### config.mk
export PLATFORM = sky130hd
export DESIGN_NAME = binary_keyvalue_shortcut_parser
export DESIGN_NICKNAME = d
export VERILOG_FILES = /design/src/design/bkv_pkg.sv /design/src/design/bkv_parse.sv /design/src/design/bkv_outq.sv /design/src/design/binary_keyvalue_shortcut_parser.sv
export SDC_FILE = /design/constraint.sdc
export NUM_CORES = 1
export LEC_CHECK = 0
export BUFFER_PORTS_ARGS = -buffer_cell sky130_fd_sc_hd__buf_4
export CORE_ASPECT_RATIO = 1.1
export CORE_MARGIN = 3
export CORE_UTILIZATION = 50
export DETAILED_ROUTE_END_ITERATION = 8
export PLACE_DENSITY = 0.67
export SETUP_SLACK_MARGIN = 0.4
export SKIP_CTS_REPAIR_TIMING = 1
export SYNTH_ARGS = -nofsm -noshare
export SYNTH_HDL_FRONTEND = slang
export SYNTH_HIERARCHICAL = 1
export SYNTH_SLANG_ARGS = --single-unit
export TNS_END_PERCENT = 100
### constraint.sdc
create_clock -name clk -period 6.05 [get_ports clk]
set_input_delay 0.605 -clock clk [delete_from_list [all_inputs] [get_ports clk]]
set_output_delay 0.605 -clock clk [all_outputs]
set_load 0.02 [all_outputs]
### src/design/bkv_pkg.sv
// Shared types, codes and key tables for the binary key-value shortcut parser.
`default_nettype none

package bkv_pkg;

	// Input transaction: one file byte and its end-of-file mark
	typedef struct packed {
		logic [7:0] data_byte;
		logic       final_byte;
	} item_t;

	// Output transaction: one parser event
	typedef struct packed {
		logic [2:0]  event_kind;
		logic [1:0]  field_tag;
		logic [31:0] value;
		logic [2:0]  err_code;
		logic        last_of_run;
	} result_t;

	// Up to two events caused by one byte, in order
	typedef struct packed {
		logic [1:0] count;
		result_t    first;
		result_t    second;
	} parse_run_t;

	localparam int DEF_MAX_DEPTH = 8;

	// Event kinds
	localparam logic [2:0] EV_BYTE   = 3'd0;
	localparam logic [2:0] EV_END    = 3'd1;
	localparam logic [2:0] EV_ID     = 3'd2;
	localparam logic [2:0] EV_DONE   = 3'd3;
	localparam logic [2:0] EV_FINISH = 3'd4;
	localparam logic [2:0] EV_ERROR  = 3'd5;

	// Error codes
	localparam logic [2:0] ERR_NONE      = 3'd0;
	localparam logic [2:0] ERR_HEADER    = 3'd1;
	localparam logic [2:0] ERR_ENTRY     = 3'd2;
	localparam logic [2:0] ERR_TYPE      = 3'd3;
	localparam logic [2:0] ERR_DEPTH     = 3'd4;
	localparam logic [2:0] ERR_TRUNCATED = 3'd5;

	// Captured string fields
	localparam logic [1:0] TAG_NAME = 2'd0;
	localparam logic [1:0] TAG_EXE  = 2'd1;
	localparam logic [1:0] TAG_ICON = 2'd2;

	// Element type bytes
	localparam logic [7:0] TYPE_MAP    = 8'h00;
	localparam logic [7:0] TYPE_STRING = 8'h01;
	localparam logic [7:0] TYPE_INT32  = 8'h02;
	localparam logic [7:0] TYPE_FLOAT  = 8'h03;
	localparam logic [7:0] TYPE_PTR    = 8'h04;
	localparam logic [7:0] TYPE_COLOR  = 8'h06;
	localparam logic [7:0] TYPE_UINT64 = 8'h07;
	localparam logic [7:0] TYPE_END    = 8'h08;
	localparam logic [7:0] TYPE_INT64  = 8'h0A;

	// Known keys, one match flag each
	localparam int NKEYS         = 5;
	localparam int KEY_APPNAME   = 0;
	localparam int KEY_EXE       = 1;
	localparam int KEY_ICON      = 2;
	localparam int KEY_APPID     = 3;
	localparam int KEY_SHORTCUTS = 4;

	typedef logic [0:15][7:0] key_text_t;

	localparam key_text_t KEY_TEXT [NKEYS] = '{
		{"appname", 72'h0},
		{"exe", 104'h0},
		{"icon", 96'h0},
		{"appid", 88'h0},
		{"shortcuts", 56'h0}
	};

	localparam logic [3:0] KEY_LEN [NKEYS] = '{4'd7, 4'd3, 4'd4, 4'd5, 4'd9};

	// Build one event with last_of_run clear
	function automatic result_t make_result(input logic [2:0] kind, input logic [1:0] tag,
			input logic [31:0] val, input logic [2:0] err);
		result_t r;
		r.event_kind  = kind;
		r.field_tag   = tag;
		r.value       = val;
		r.err_code    = err;
		r.last_of_run = 1'b0;
		return r;
	endfunction

endpackage

`default_nettype wire

### src/design/bkv_parse.sv
// Byte-wise parser state machine: next state and up to two events per byte.
`default_nettype none

module bkv_parse
	import bkv_pkg::*;
#(
	parameter int MAX_DEPTH = DEF_MAX_DEPTH
) (
	input  wire logic       clk,
	input  wire logic       arst_n,
	input  wire logic       fire,
	input  wire item_t      item,
	output parse_run_t      run
);

	localparam int DEPTH_W = $clog2(MAX_DEPTH + 1);

	typedef enum logic [3:0] {
		PH_HDR_TYPE,
		PH_HDR_KEY,
		PH_TOP_TYPE,
		PH_TOP_KEY,
		PH_MAP_TYPE,
		PH_MAP_KEY,
		PH_STR_CAP,
		PH_STR_SKIP,
		PH_INT,
		PH_SKIP,
		PH_IDLE
	} phase_t;

	phase_t               phase_q, phase_d;
	logic [DEPTH_W-1:0]   depth_q, depth_d, depth_dn;
	logic [7:0]           ptype_q, ptype_d;
	logic [NKEYS-1:0]     match_q, match_d;
	logic [3:0]           kpos_q, kpos_d, kpos_inc;
	logic [2:0]           bcnt_q, bcnt_d;
	logic [31:0]          acc_q, acc_d, acc_or;
	logic [1:0]           tag_q, tag_d;

	logic [7:0]           b;
	logic [7:0]           lc;
	logic [NKEYS-1:0]     step_ok, end_ok, key_done;
	logic                 ev_a_vld, ev_b_vld;
	result_t              ev_a, ev_b;

	assign b        = item.data_byte;
	assign depth_dn = (depth_q != '0) ? depth_q - DEPTH_W'(1) : depth_q;
	assign kpos_inc = (kpos_q == 4'hF) ? kpos_q : kpos_q + 4'd1;
	assign key_done = match_q & end_ok;

	// Fold A-Z and compare the byte against each key at the current position
	always_comb begin
		lc = ((b >= 8'h41) && (b <= 8'h5A)) ? b + 8'h20 : b;
		for (int k = 0; k < NKEYS; k++) begin
			step_ok[k] = (kpos_q < KEY_LEN[k]) && (KEY_TEXT[k][kpos_q] == lc);
			end_ok[k]  = (kpos_q == KEY_LEN[k]);
		end
	end

	// Place an int32 byte little-endian
	always_comb begin
		unique case (bcnt_q[1:0])
			2'd3: acc_or = {24'h0, b};
			2'd2: acc_or = {16'h0, b, 8'h0};
			2'd1: acc_or = {8'h0, b, 16'h0};
			2'd0: acc_or = {b, 24'h0};
		endcase
	end

	// Advance the parser by one byte
	always_comb begin
		phase_d  = phase_q;
		depth_d  = depth_q;
		ptype_d  = ptype_q;
		match_d  = match_q;
		kpos_d   = kpos_q;
		bcnt_d   = bcnt_q;
		acc_d    = acc_q;
		tag_d    = tag_q;
		ev_a_vld = 1'b0;
		ev_a     = make_result(EV_BYTE, TAG_NAME, 32'h0, ERR_NONE);
		ev_b_vld = 1'b0;
		ev_b     = make_result(EV_BYTE, TAG_NAME, 32'h0, ERR_NONE);

		unique case (phase_q)
			PH_HDR_TYPE: begin
				if (b == TYPE_MAP) begin
					phase_d = PH_HDR_KEY;
					match_d = '1;
					kpos_d  = 4'd0;
				end else begin
					ev_a_vld = 1'b1;
					ev_a     = make_result(EV_ERROR, TAG_NAME, 32'h0, ERR_HEADER);
					phase_d  = PH_IDLE;
				end
			end
			PH_HDR_KEY: begin
				if (b != 8'h00) begin
					match_d = match_q & step_ok;
					kpos_d  = kpos_inc;
				end else begin
					match_d = key_done;
					if (key_done[KEY_SHORTCUTS]) begin
						phase_d = PH_TOP_TYPE;
					end else begin
						ev_a_vld = 1'b1;
						ev_a     = make_result(EV_ERROR, TAG_NAME, 32'h0, ERR_HEADER);
						phase_d  = PH_IDLE;
					end
				end
			end
			PH_TOP_TYPE: begin
				if (b == TYPE_END) begin
					ev_a_vld = 1'b1;
					ev_a     = make_result(EV_FINISH, TAG_NAME, 32'h0, ERR_NONE);
					phase_d  = PH_IDLE;
				end else if (b == TYPE_MAP) begin
					phase_d = PH_TOP_KEY;
				end else begin
					ev_a_vld = 1'b1;
					ev_a     = make_result(EV_ERROR, TAG_NAME, 32'h0, ERR_ENTRY);
					phase_d  = PH_IDLE;
				end
			end
			PH_TOP_KEY: begin
				if (b == 8'h00) begin
					depth_d = DEPTH_W'(1);
					phase_d = PH_MAP_TYPE;
				end
			end
			PH_MAP_TYPE: begin
				if (b == TYPE_END) begin
					depth_d = depth_dn;
					if (depth_dn == '0) begin
						ev_a_vld = 1'b1;
						ev_a     = make_result(EV_DONE, TAG_NAME, 32'h0, ERR_NONE);
						phase_d  = PH_TOP_TYPE;
					end
				end else begin
					ptype_d = b;
					match_d = '1;
					kpos_d  = 4'd0;
					phase_d = PH_MAP_KEY;
				end
			end
			PH_MAP_KEY: begin
				if (b != 8'h00) begin
					match_d = match_q & step_ok;
					kpos_d  = kpos_inc;
				end else begin
					match_d = key_done;
					// Dispatch on the element type once the key is complete
					if (ptype_q == TYPE_MAP) begin
						if (depth_q >= DEPTH_W'(MAX_DEPTH)) begin
							ev_a_vld = 1'b1;
							ev_a     = make_result(EV_ERROR, TAG_NAME, 32'h0, ERR_DEPTH);
							phase_d  = PH_IDLE;
						end else begin
							depth_d = depth_q + DEPTH_W'(1);
							phase_d = PH_MAP_TYPE;
						end
					end else if (ptype_q == TYPE_STRING) begin
						phase_d = PH_STR_SKIP;
						if (depth_q == DEPTH_W'(1)) begin
							if (key_done[KEY_APPNAME]) begin
								tag_d   = TAG_NAME;
								phase_d = PH_STR_CAP;
							end else if (key_done[KEY_EXE]) begin
								tag_d   = TAG_EXE;
								phase_d = PH_STR_CAP;
							end else if (key_done[KEY_ICON]) begin
								tag_d   = TAG_ICON;
								phase_d = PH_STR_CAP;
							end
						end
					end else if (ptype_q == TYPE_INT32) begin
						acc_d   = 32'h0;
						bcnt_d  = 3'd3;
						phase_d = PH_INT;
					end else if ((ptype_q == TYPE_FLOAT) || (ptype_q == TYPE_PTR) ||
							(ptype_q == TYPE_COLOR)) begin
						bcnt_d  = 3'd3;
						phase_d = PH_SKIP;
					end else if ((ptype_q == TYPE_UINT64) || (ptype_q == TYPE_INT64)) begin
						bcnt_d  = 3'd7;
						phase_d = PH_SKIP;
					end else begin
						ev_a_vld = 1'b1;
						ev_a     = make_result(EV_ERROR, TAG_NAME, 32'h0, ERR_TYPE);
						phase_d  = PH_IDLE;
					end
				end
			end
			PH_STR_CAP: begin
				ev_a_vld = 1'b1;
				if (b == 8'h00) begin
					ev_a    = make_result(EV_END, tag_q, 32'h0, ERR_NONE);
					phase_d = PH_MAP_TYPE;
				end else begin
					ev_a = make_result(EV_BYTE, tag_q, {24'h0, b}, ERR_NONE);
				end
			end
			PH_STR_SKIP: begin
				if (b == 8'h00) begin
					phase_d = PH_MAP_TYPE;
				end
			end
			PH_INT: begin
				acc_d = acc_q | acc_or;
				if (bcnt_q == 3'd0) begin
					if ((depth_q == DEPTH_W'(1)) && match_q[KEY_APPID]) begin
						ev_a_vld = 1'b1;
						ev_a     = make_result(EV_ID, TAG_NAME, acc_q | acc_or, ERR_NONE);
					end
					phase_d = PH_MAP_TYPE;
				end else begin
					bcnt_d = bcnt_q - 3'd1;
				end
			end
			PH_SKIP: begin
				if (bcnt_q == 3'd0) begin
					phase_d = PH_MAP_TYPE;
				end else begin
					bcnt_d = bcnt_q - 3'd1;
				end
			end
			PH_IDLE: begin
				phase_d = PH_IDLE;
			end
			default: begin
				phase_d = phase_q;
			end
		endcase

		// Close the file on the final byte and rearm
		if (item.final_byte) begin
			if (phase_d == PH_TOP_TYPE) begin
				ev_b_vld = 1'b1;
				ev_b     = make_result(EV_FINISH, TAG_NAME, 32'h0, ERR_NONE);
			end else if ((phase_d == PH_HDR_TYPE) || (phase_d == PH_HDR_KEY)) begin
				ev_b_vld = 1'b1;
				ev_b     = make_result(EV_ERROR, TAG_NAME, 32'h0, ERR_HEADER);
			end else if (phase_d != PH_IDLE) begin
				ev_b_vld = 1'b1;
				ev_b     = make_result(EV_ERROR, TAG_NAME, 32'h0, ERR_TRUNCATED);
			end
			phase_d = PH_HDR_TYPE;
			depth_d = '0;
			ptype_d = 8'h00;
			match_d = '1;
			kpos_d  = 4'd0;
			bcnt_d  = 3'd0;
			acc_d   = 32'h0;
			tag_d   = TAG_NAME;
		end
	end

	// Pack the events of this byte in order and mark the last one
	always_comb begin
		run.count  = 2'd0;
		run.first  = ev_a;
		run.second = ev_b;
		if (ev_a_vld && ev_b_vld) begin
			run.count              = 2'd2;
			run.second.last_of_run = 1'b1;
		end else if (ev_a_vld) begin
			run.count             = 2'd1;
			run.first.last_of_run = 1'b1;
		end else if (ev_b_vld) begin
			run.count             = 2'd1;
			run.first             = ev_b;
			run.first.last_of_run = 1'b1;
		end
	end

	// Hold parser state between transactions
	always_ff @(posedge clk or negedge arst_n) begin
		if (!arst_n) begin
			phase_q <= PH_HDR_TYPE;
			depth_q <= '0;
			ptype_q <= 8'h00;
			match_q <= '1;
			kpos_q  <= 4'd0;
			bcnt_q  <= 3'd0;
			acc_q   <= 32'h0;
			tag_q   <= TAG_NAME;
		end else if (fire) begin
			phase_q <= phase_d;
			depth_q <= depth_d;
			ptype_q <= ptype_d;
			match_q <= match_d;
			kpos_q  <= kpos_d;
			bcnt_q  <= bcnt_d;
			acc_q   <= acc_d;
			tag_q   <= tag_d;
		end
	end

	// Nesting never passes the limit
	a_depth_limit: assert property (@(posedge clk) disable iff (!arst_n)
		depth_q <= DEPTH_W'(MAX_DEPTH))
		else $error("nesting depth above limit");

	// A final byte always rearms the parser
	a_rearm: assert property (@(posedge clk) disable iff (!arst_n)
		fire && item.final_byte |=> (phase_q == PH_HDR_TYPE) && (depth_q == '0))
		else $error("parser not rearmed after final byte");

	// Capturing a string only happens inside an entry
	a_capture_depth: assert property (@(posedge clk) disable iff (!arst_n)
		(phase_q == PH_STR_CAP) |-> (depth_q == DEPTH_W'(1)))
		else $error("string capture outside entry depth");

endmodule

`default_nettype wire

### src/design/bkv_outq.sv
// Small result queue that takes up to two events a cycle and gives one.
`default_nettype none

module bkv_outq
	import bkv_pkg::*;
(
	input  wire logic       clk,
	input  wire logic       arst_n,
	input  wire logic       push,
	input  wire parse_run_t run,
	output logic            room,
	output logic            result_valid,
	input  wire logic       result_ready,
	output result_t         result
);

	localparam int DEPTH = 4;
	localparam int PTR_W = $clog2(DEPTH);
	localparam int CNT_W = $clog2(DEPTH + 1);

	result_t            mem_q [DEPTH];
	logic [PTR_W-1:0]   wr_ptr_q, rd_ptr_q, wr_ptr_nx;
	logic [CNT_W-1:0]   cnt_q;
	logic [1:0]         n_push;
	logic               pop;

	assign n_push       = push ? run.count : 2'd0;
	assign pop          = result_valid && result_ready;
	assign wr_ptr_nx    = wr_ptr_q + PTR_W'(1);
	assign room         = (cnt_q <= CNT_W'(DEPTH - 2));
	assign result_valid = (cnt_q != '0);
	assign result       = mem_q[rd_ptr_q];

	// Write the events of one transaction
	always_ff @(posedge clk) begin
		if (n_push != 2'd0) begin
			mem_q[wr_ptr_q] <= run.first;
		end
		if (n_push == 2'd2) begin
			mem_q[wr_ptr_nx] <= run.second;
		end
	end

	// Advance pointers and fill level
	always_ff @(posedge clk or negedge arst_n) begin
		if (!arst_n) begin
			wr_ptr_q <= '0;
			rd_ptr_q <= '0;
			cnt_q    <= '0;
		end else begin
			wr_ptr_q <= wr_ptr_q + PTR_W'(n_push);
			if (pop) begin
				rd_ptr_q <= rd_ptr_q + PTR_W'(1);
			end
			cnt_q <= cnt_q + CNT_W'(n_push) - CNT_W'(pop);
		end
	end

	// Fill level stays within the queue
	a_no_overflow: assert property (@(posedge clk) disable iff (!arst_n)
		cnt_q <= CNT_W'(DEPTH))
		else $error("result queue overflow");

	// Pushes arrive only while there is room for a full run
	a_push_room: assert property (@(posedge clk) disable iff (!arst_n)
		(n_push != 2'd0) |-> room)
		else $error("push without room");

	// Read pointer trails write pointer by the fill level
	a_ptr_track: assert property (@(posedge clk) disable iff (!arst_n)
		PTR_W'(wr_ptr_q - rd_ptr_q) == PTR_W'(cnt_q))
		else $error("queue pointers out of step with fill level");

endmodule

`default_nettype wire

### src/design/binary_keyvalue_shortcut_parser.sv
// Top level: byte parser feeding a result queue.
// The events of an accepted byte are registered into the result queue and leave it in order behind older results.
// Throughput: one byte per cycle while the queue has room; a byte that causes two results (only with the final
// byte) queues both, and the queue drains one result per cycle while result_ready is high.
// item_ready stays high while the four-entry result queue has room for two results.
// Reset (arst_n low) returns the parser to expecting a header and empties the queue.
`default_nettype none

module binary_keyvalue_shortcut_parser
	import bkv_pkg::*;
#(
	parameter int MAX_DEPTH = DEF_MAX_DEPTH
) (
	input  wire logic  clk,
	input  wire logic  arst_n,
	input  wire logic  item_valid,
	output logic       item_ready,
	input  wire item_t item,
	output logic       result_valid,
	input  wire logic  result_ready,
	output result_t    result
);

	logic       fire;
	parse_run_t run;

	assign fire = item_valid && item_ready;

	// Parse one byte per transaction
	bkv_parse #(
		.MAX_DEPTH(MAX_DEPTH)
	) u_parse (
		.clk    (clk),
		.arst_n (arst_n),
		.fire   (fire),
		.item   (item),
		.run    (run)
	);

	// Queue events toward the consumer
	bkv_outq u_outq (
		.clk          (clk),
		.arst_n       (arst_n),
		.push         (fire),
		.run          (run),
		.room         (item_ready),
		.result_valid (result_valid),
		.result_ready (result_ready),
		.result       (result)
	);

	// Two events from one byte only on the final byte
	a_two_on_final: assert property (@(posedge clk) disable iff (!arst_n)
		fire && (run.count == 2'd2) |-> item.final_byte)
		else $error("two results from a non-final byte");

	// Error code is set exactly on error events
	a_err_code: assert property (@(posedge clk) disable iff (!arst_n)
		result_valid |-> ((result.event_kind == EV_ERROR) == (result.err_code != ERR_NONE)))
		else $error("error code does not match event kind");

	// Value is zero unless a string byte or an id
	a_value_zero: assert property (@(posedge clk) disable iff (!arst_n)
		result_valid && (result.event_kind != EV_BYTE) && (result.event_kind != EV_ID)
		|-> (result.value == 32'h0))
		else $error("value set on an event without payload");

endmodule

`default_nettype wire

# After elaboration in Yosys (flattened, before gate mapping)
# Memories as Yosys holds them, arrays and structs flattened.
# Cells that the tools add are included.
# totals
reg_bits	69
ramBits	164
rom_bits	640
input_bits	13
out_inout_bits	43
wordCells	273
mem_count	6
# classes
n_addsub	10
order_cmp	10
n_eq_ne	54
n_mux	134
bitwise_logic	4
n_reduce_logical	44
# mem_list
name	words	word_bits	read_ports	rd_ports_with_merged_regs	wr	line	text
u_outq.mem_q	4	41	1	0	2	bkv_outq.sv:21	result_t mem_q [DEPTH];
(no name shown)	16	8	1	0	0	bkv_parse.sv:56	step_ok[k] = (kpos_q < KEY_LEN[k]) && (KEY_TEXT[k][kpos_q] == lc);
(no name shown)	16	8	1	0	0	bkv_parse.sv:56	
(no name shown)	16	8	1	0	0	bkv_parse.sv:56	
(no name shown)	16	8	1	0	0	bkv_parse.sv:56	
(no name shown)	16	8	1	0	0	bkv_parse.sv:56	
# ops
cell	count
$mux W41	19
$pmux W41 S7	1
$mux W32	5
$pmux W32 S4	1
$mux W4	31
$mux W40	3
$mux W8	14
$pmux W32 S2	1
$mux W42	1
$eq A8 B8 Y1	5
$mux W39	1
$or A32 B32 Y32	1
$pmux W4 S8	1
$eq A4 B3 Y1 const B	7
$mux W1	26
$mux W2	13
$eq A8 B3 Y1 const B	3
$mux W3	8
$pmux W4 S3	2
$ne A3 B3 Y1 const B	7
$reduce_and A7 Y1	3
$eq A4 B4 Y1 const B	5
$mux W5	4
$eq A4 B2 Y1 const B	4
other kinds (47)	90

# Logic depth before layout (Yosys ltp)
# logic_depth
word_depth	22
ltp_mapped	18
depth_no_buf	16

# Cells and area by module
# The synthesis kept the hierarchy.
# by_module_without_submodules
module	n_inst	cells_per_inst	area_each_um2	seq_area_each_um2
bkv_outq	1	443	8483.1	5099.9
bkv_parse	1	628	4962.3	1557.7
binary_keyvalue_shortcut_parser	1	1	6.3	0.0

# Worst setup path before layout
# OpenSTA, ideal clock, no wires.
# synth_path
path_type	input -> register
start	input port item[1] in the netlist's numbering
end	memory u_outq/mem_q[1][0] in the netlist's numbering, enable pin
setup_time_ns	0.439
t_arrival_ns	4.746
required_time_ns	5.611
path_slack_ns	0.865
cell_stages	12
path_buffers	2
cell_sequence	buf_6 nor4_4 nand2_2 o2111ai_1 o2111a_2 nand4b_4 o31a_2 ha_1 buf_4 mux2_2 nand2_1 nor2_1
# synth_rtl
item	line	text
start: declaration	binary_keyvalue_shortcut_parser.sv:18	input wire item_t item,
end: declaration	bkv_outq.sv:21	

==> flow_metrics.tcl <==
set metrics [dict create \
    fin_skew_ns 0.01442 \
    rr_worst_depth 12 \
    slew_violations 0 \
    dp_hpwl_um 19130 \
    grt-ovfl-total 0 \
    core-area_mm2 0.02630 \
    async_flop_share_pct 29.61 \
    drv_cap 0 \
    synth_top_area_share_pct 36.61 \
    final-setup-viol-count 0 \
    grt_pass1_vias 8578 \
    p_per_area_mw_per_mm2 452.0 \
    critical-path-slowest-cell "or3b_2" \
    num_vias 8620 \
    avgSynthCellArea_um2 12.55 \
    fp.dieH_um 178.0 \
    cp-end-kind "flip-flop" \
    critPathKind "flip-flop to flip-flop" \
    drtIter0Drc 729 \
    antenna_cells 0 \
    yosys.area.top_type "edfxtp_1" \
    ios 56 \
    max_stage_delay_ns 0.55 \
    cts_sinks 233 \
    critPathLaunchType "flip-flop" \
    start_util_pct 51.15 \
    cts_buffer_depth 3 \
    setup_tns_ns 0 \
    port_buffers 55 \
    dp_worst_setup_slack_ns 1.168 \
    setup_ws_ns 1.348 \
    crit_chain "ha_1, inv_1, nor3_1, o2111a_1, o2bb2ai_1, nand4b_4, o31a_2, ha_1, nand3b_4, or3b_2, buf_4, mux2_4" \
    drcViolationCount 0 \
    synth_edf_count 164 \
    via_per_inst 5.888 \
    critPathMostFrequentCell "ha_1" \
    insertion_delay_ns 0.53 \
    rsz0062_at_grt "false" \
    synth_area_mm2 0.01345 \
    slew_headroom_pct 40.84 \
    critPathBufInv 2 \
    cp.depth 12 \
    synthTopCellsByArea "edfxtp_1 37%, dfrtp_1 12%, mux2_2 10%" \
    synth_cells 1072 \
    holdWs_ns 0.2036 \
    cp_max_fo 38 \
    cts.clk_slew.worst_paths_ns 0.06 \
    hold_path.class "input pin to async pin" \
    min_period_ns 4.702 \
    drtAntennaViolNets 0 \
    ys_seq_area_share_pct 49.49 \
    gp_congestion 0.9156 \
    drive_above_1_share_pct 31.29 \
    status "finished clean" \
    root_buffer "clkbuf_16" \
    final_nets 1129 \
    die_width_um 162.4 \
    power_w 0.006660 \
    hold_viol 0 \
    htreeDepth 1 \
    ff2ff_setup_slack_ns 1.35 \
    critical-path-top-delay-family "simple AND/OR/NAND/NOR gates" \
    track_usage_pct 20.54 \
    final_core_util_pct 56.04 \
    yosys_warnings 6 \
    critPathArrivalTime_ns 4.98 \
    areaGrowthSynthToFinish_pct 9.552 \
    cp.required_ns 6.33 \
    num_rows 62 \
    cts_tree "done" \
    synthFlopType "edfxtp_1" \
    fin_crit_sh_pct 77.72 \
    die-area_mm2 0.02891 \
    cts_buffers 25 \
    wirelength_um 29840 \
    antenna_found_initial 0 \
    leakagePower_nw 5.817 \
    fmax_ghz 0.2127 \
    ys_seq_elements 233 \
    first_pass_iters 5 \
    grt_max_degree 70 \
    ys_types 90 \
    grt_first_pass_wirelength_um 47470 \
    vdd_drop_max_mv 0.2416 \
    worstMarginPinSlew_ns 0.8874 \
    post_drt_wl_per_cell_um 20.38 \
]
## power breakdown
group          total (W)  switching [W]  internal (W)
Combinational    0.00281        0.00155       0.00125
Clock            0.00144       0.000619      0.000818
Sequential       0.00242       0.000238       0.00218
Total            0.00666        0.00241       0.00425
## routing by layer
layer  share of wire (%)  vias up  global-route usage (%)
met5                   0        -                       0
met2                  49      267                   34.11
li1                    -     4018                       -
met1                  45     4307                   29.38
met4                0.99        0                   3.910
met3                 5.0       28                   2.717
## state kept, by name, indices dropped and copies added, names as in the netlist
register         flops
u_parse/tag_q        2
u_parse/ptype_q      8
u_parse/depth_q      4
u_outq/wr_ptr_q      2
u_parse/match_q      5
u_parse/bcnt_q       3
u_parse/acc_q       32
u_parse/kpos_q       4
u_outq/mem_q       164
u_parse/phase_q      4
u_outq/cnt_q         3
u_outq/rd_ptr_q      2
## cells in the mapped netlist, types with 3 or more instances
cell type,count
nor4_1,4
mux2_1,3
nand4_1,6
o211ai_1,4
buf_4,39
a22o_1,17
o2111ai_1,4
clkbuf_1,35
dfrtp_1,64
mux2_4,40
nor3_1,15
ha_1,22
o21ai_0,29
buf_2,32
a21o_1,6
nor2_1,97
inv_1,25
nand2b_1,12
mux2_2,122
o2bb2ai_1,3
o32ai_1,3
a31oi_1,10
edfxtp_1,164
xnor2_1,13
mux4_2,41
nand3_1,13
and3_1,6
or3_1,6
xor2_1,8
nor2b_1,7
a21oi_1,76
or4_1,5
o21a_1,5
nor3b_1,4
buf_6,5
o31ai_1,6
o22ai_1,8
nand2_1,37
dfstp_2,5
and2_1,8
nor4b_1,3
## kinds of logic (layout without fill, tap and decap cells)
kind of cell             after synthesis  count (layout)  synth area share [%]
AO/OA/AOI/OAI                        199             199                 9.618
XOR/XNOR                              21              21                 1.367
adder cells (fa/ha/maj)               23              23                 2.195
buffers and inverters                139             144                 5.544
flip-flops                           233             233                 49.49
multiplexers                         208             208                 21.94
other                                  1              36               0.02788
AND/OR/NAND/NOR                      248             248                 9.813
## worst register-to-register path, stage by stage (launching register included)
cell	delay (ns)
dfrtp_1	0.50
ha_1	0.40
inv_1	0.14
nor3_1	0.37
o2111a_1	0.28
o2bb2ai_1	0.11
nand4b_4	0.21
o31a_2	0.38
ha_1	0.41
nand3b_4	0.26
or3b_2	0.55
buf_4	0.39
mux2_4	0.46
## per-stage QoR
stage / cells / cell area [um2]
final: 1464 / 14740
after global routing: 1464 / 14740
after CTS: 1464 / 14740
after detailed placement: 1418 / 13960
after global placement: 1418 / 13960
after floorplan: 1107 / 13580
## cells in the final DEF (no fill, tap or decap), types with 4 or more instances in the layout
cell type	count
dfrtp_1	62
o31ai_1	6
xor2_1	8
mux2_4	40
clkbuf_16	25
buf_4	71
nand4_1	6
o22ai_1	8
a22o_1	17
mux4_2	41
a31oi_1	10
nor4_1	4
nand2_1	37
o21ai_0	29
and2_1	8
nor3_1	15
dfstp_2	5
clkinv_2	7
xnor2_1	13
clkbuf_8	4
a21oi_1	76
o2111ai_1	4
nand2b_1	12
conb_1	36
o211ai_1	4
mux2_2	122
and3_1	5
edfxtp_1	164
ha_1	22
nor2b_1	7
inv_1	25
or4_1	5
clkbuf_1	7
nor2_1	95
nand3_1	13
or3_1	6
nor3b_1	4
a21o_1	6
## path summary, 6_finish.rpt
path / start / end
worst max-delay path: u_parse/kpos_q[0] / u_outq/mem_q[3][29]
worst min-delay path: arst_n / u_parse/kpos_q[0]
worst max register to register: u_parse/kpos_q[0] / u_outq/mem_q[3][29]
worst min register to register: u_parse/acc_q[2] / u_parse/acc_q[2]
max in group asynchronous: arst_n / u_outq/rd_ptr_q[1]
min in group clk: item[8] / u_parse/acc_q[15]
## cell type report
cell class / count / area, um2
Timing Repair Buffer: 72 / 553.0
Tap cell: 352 / 440.4
Inverter: 26 / 97.59
Multi-Input combinational cell: 735 / 6211
Clock buffer: 36 / 706.9
Fill cell: 2143 / 11560
Sequential cell: 233 / 6660
Clock inverter: 10 / 67.56
Note: power is estimated with default switching activity, not from simulation.
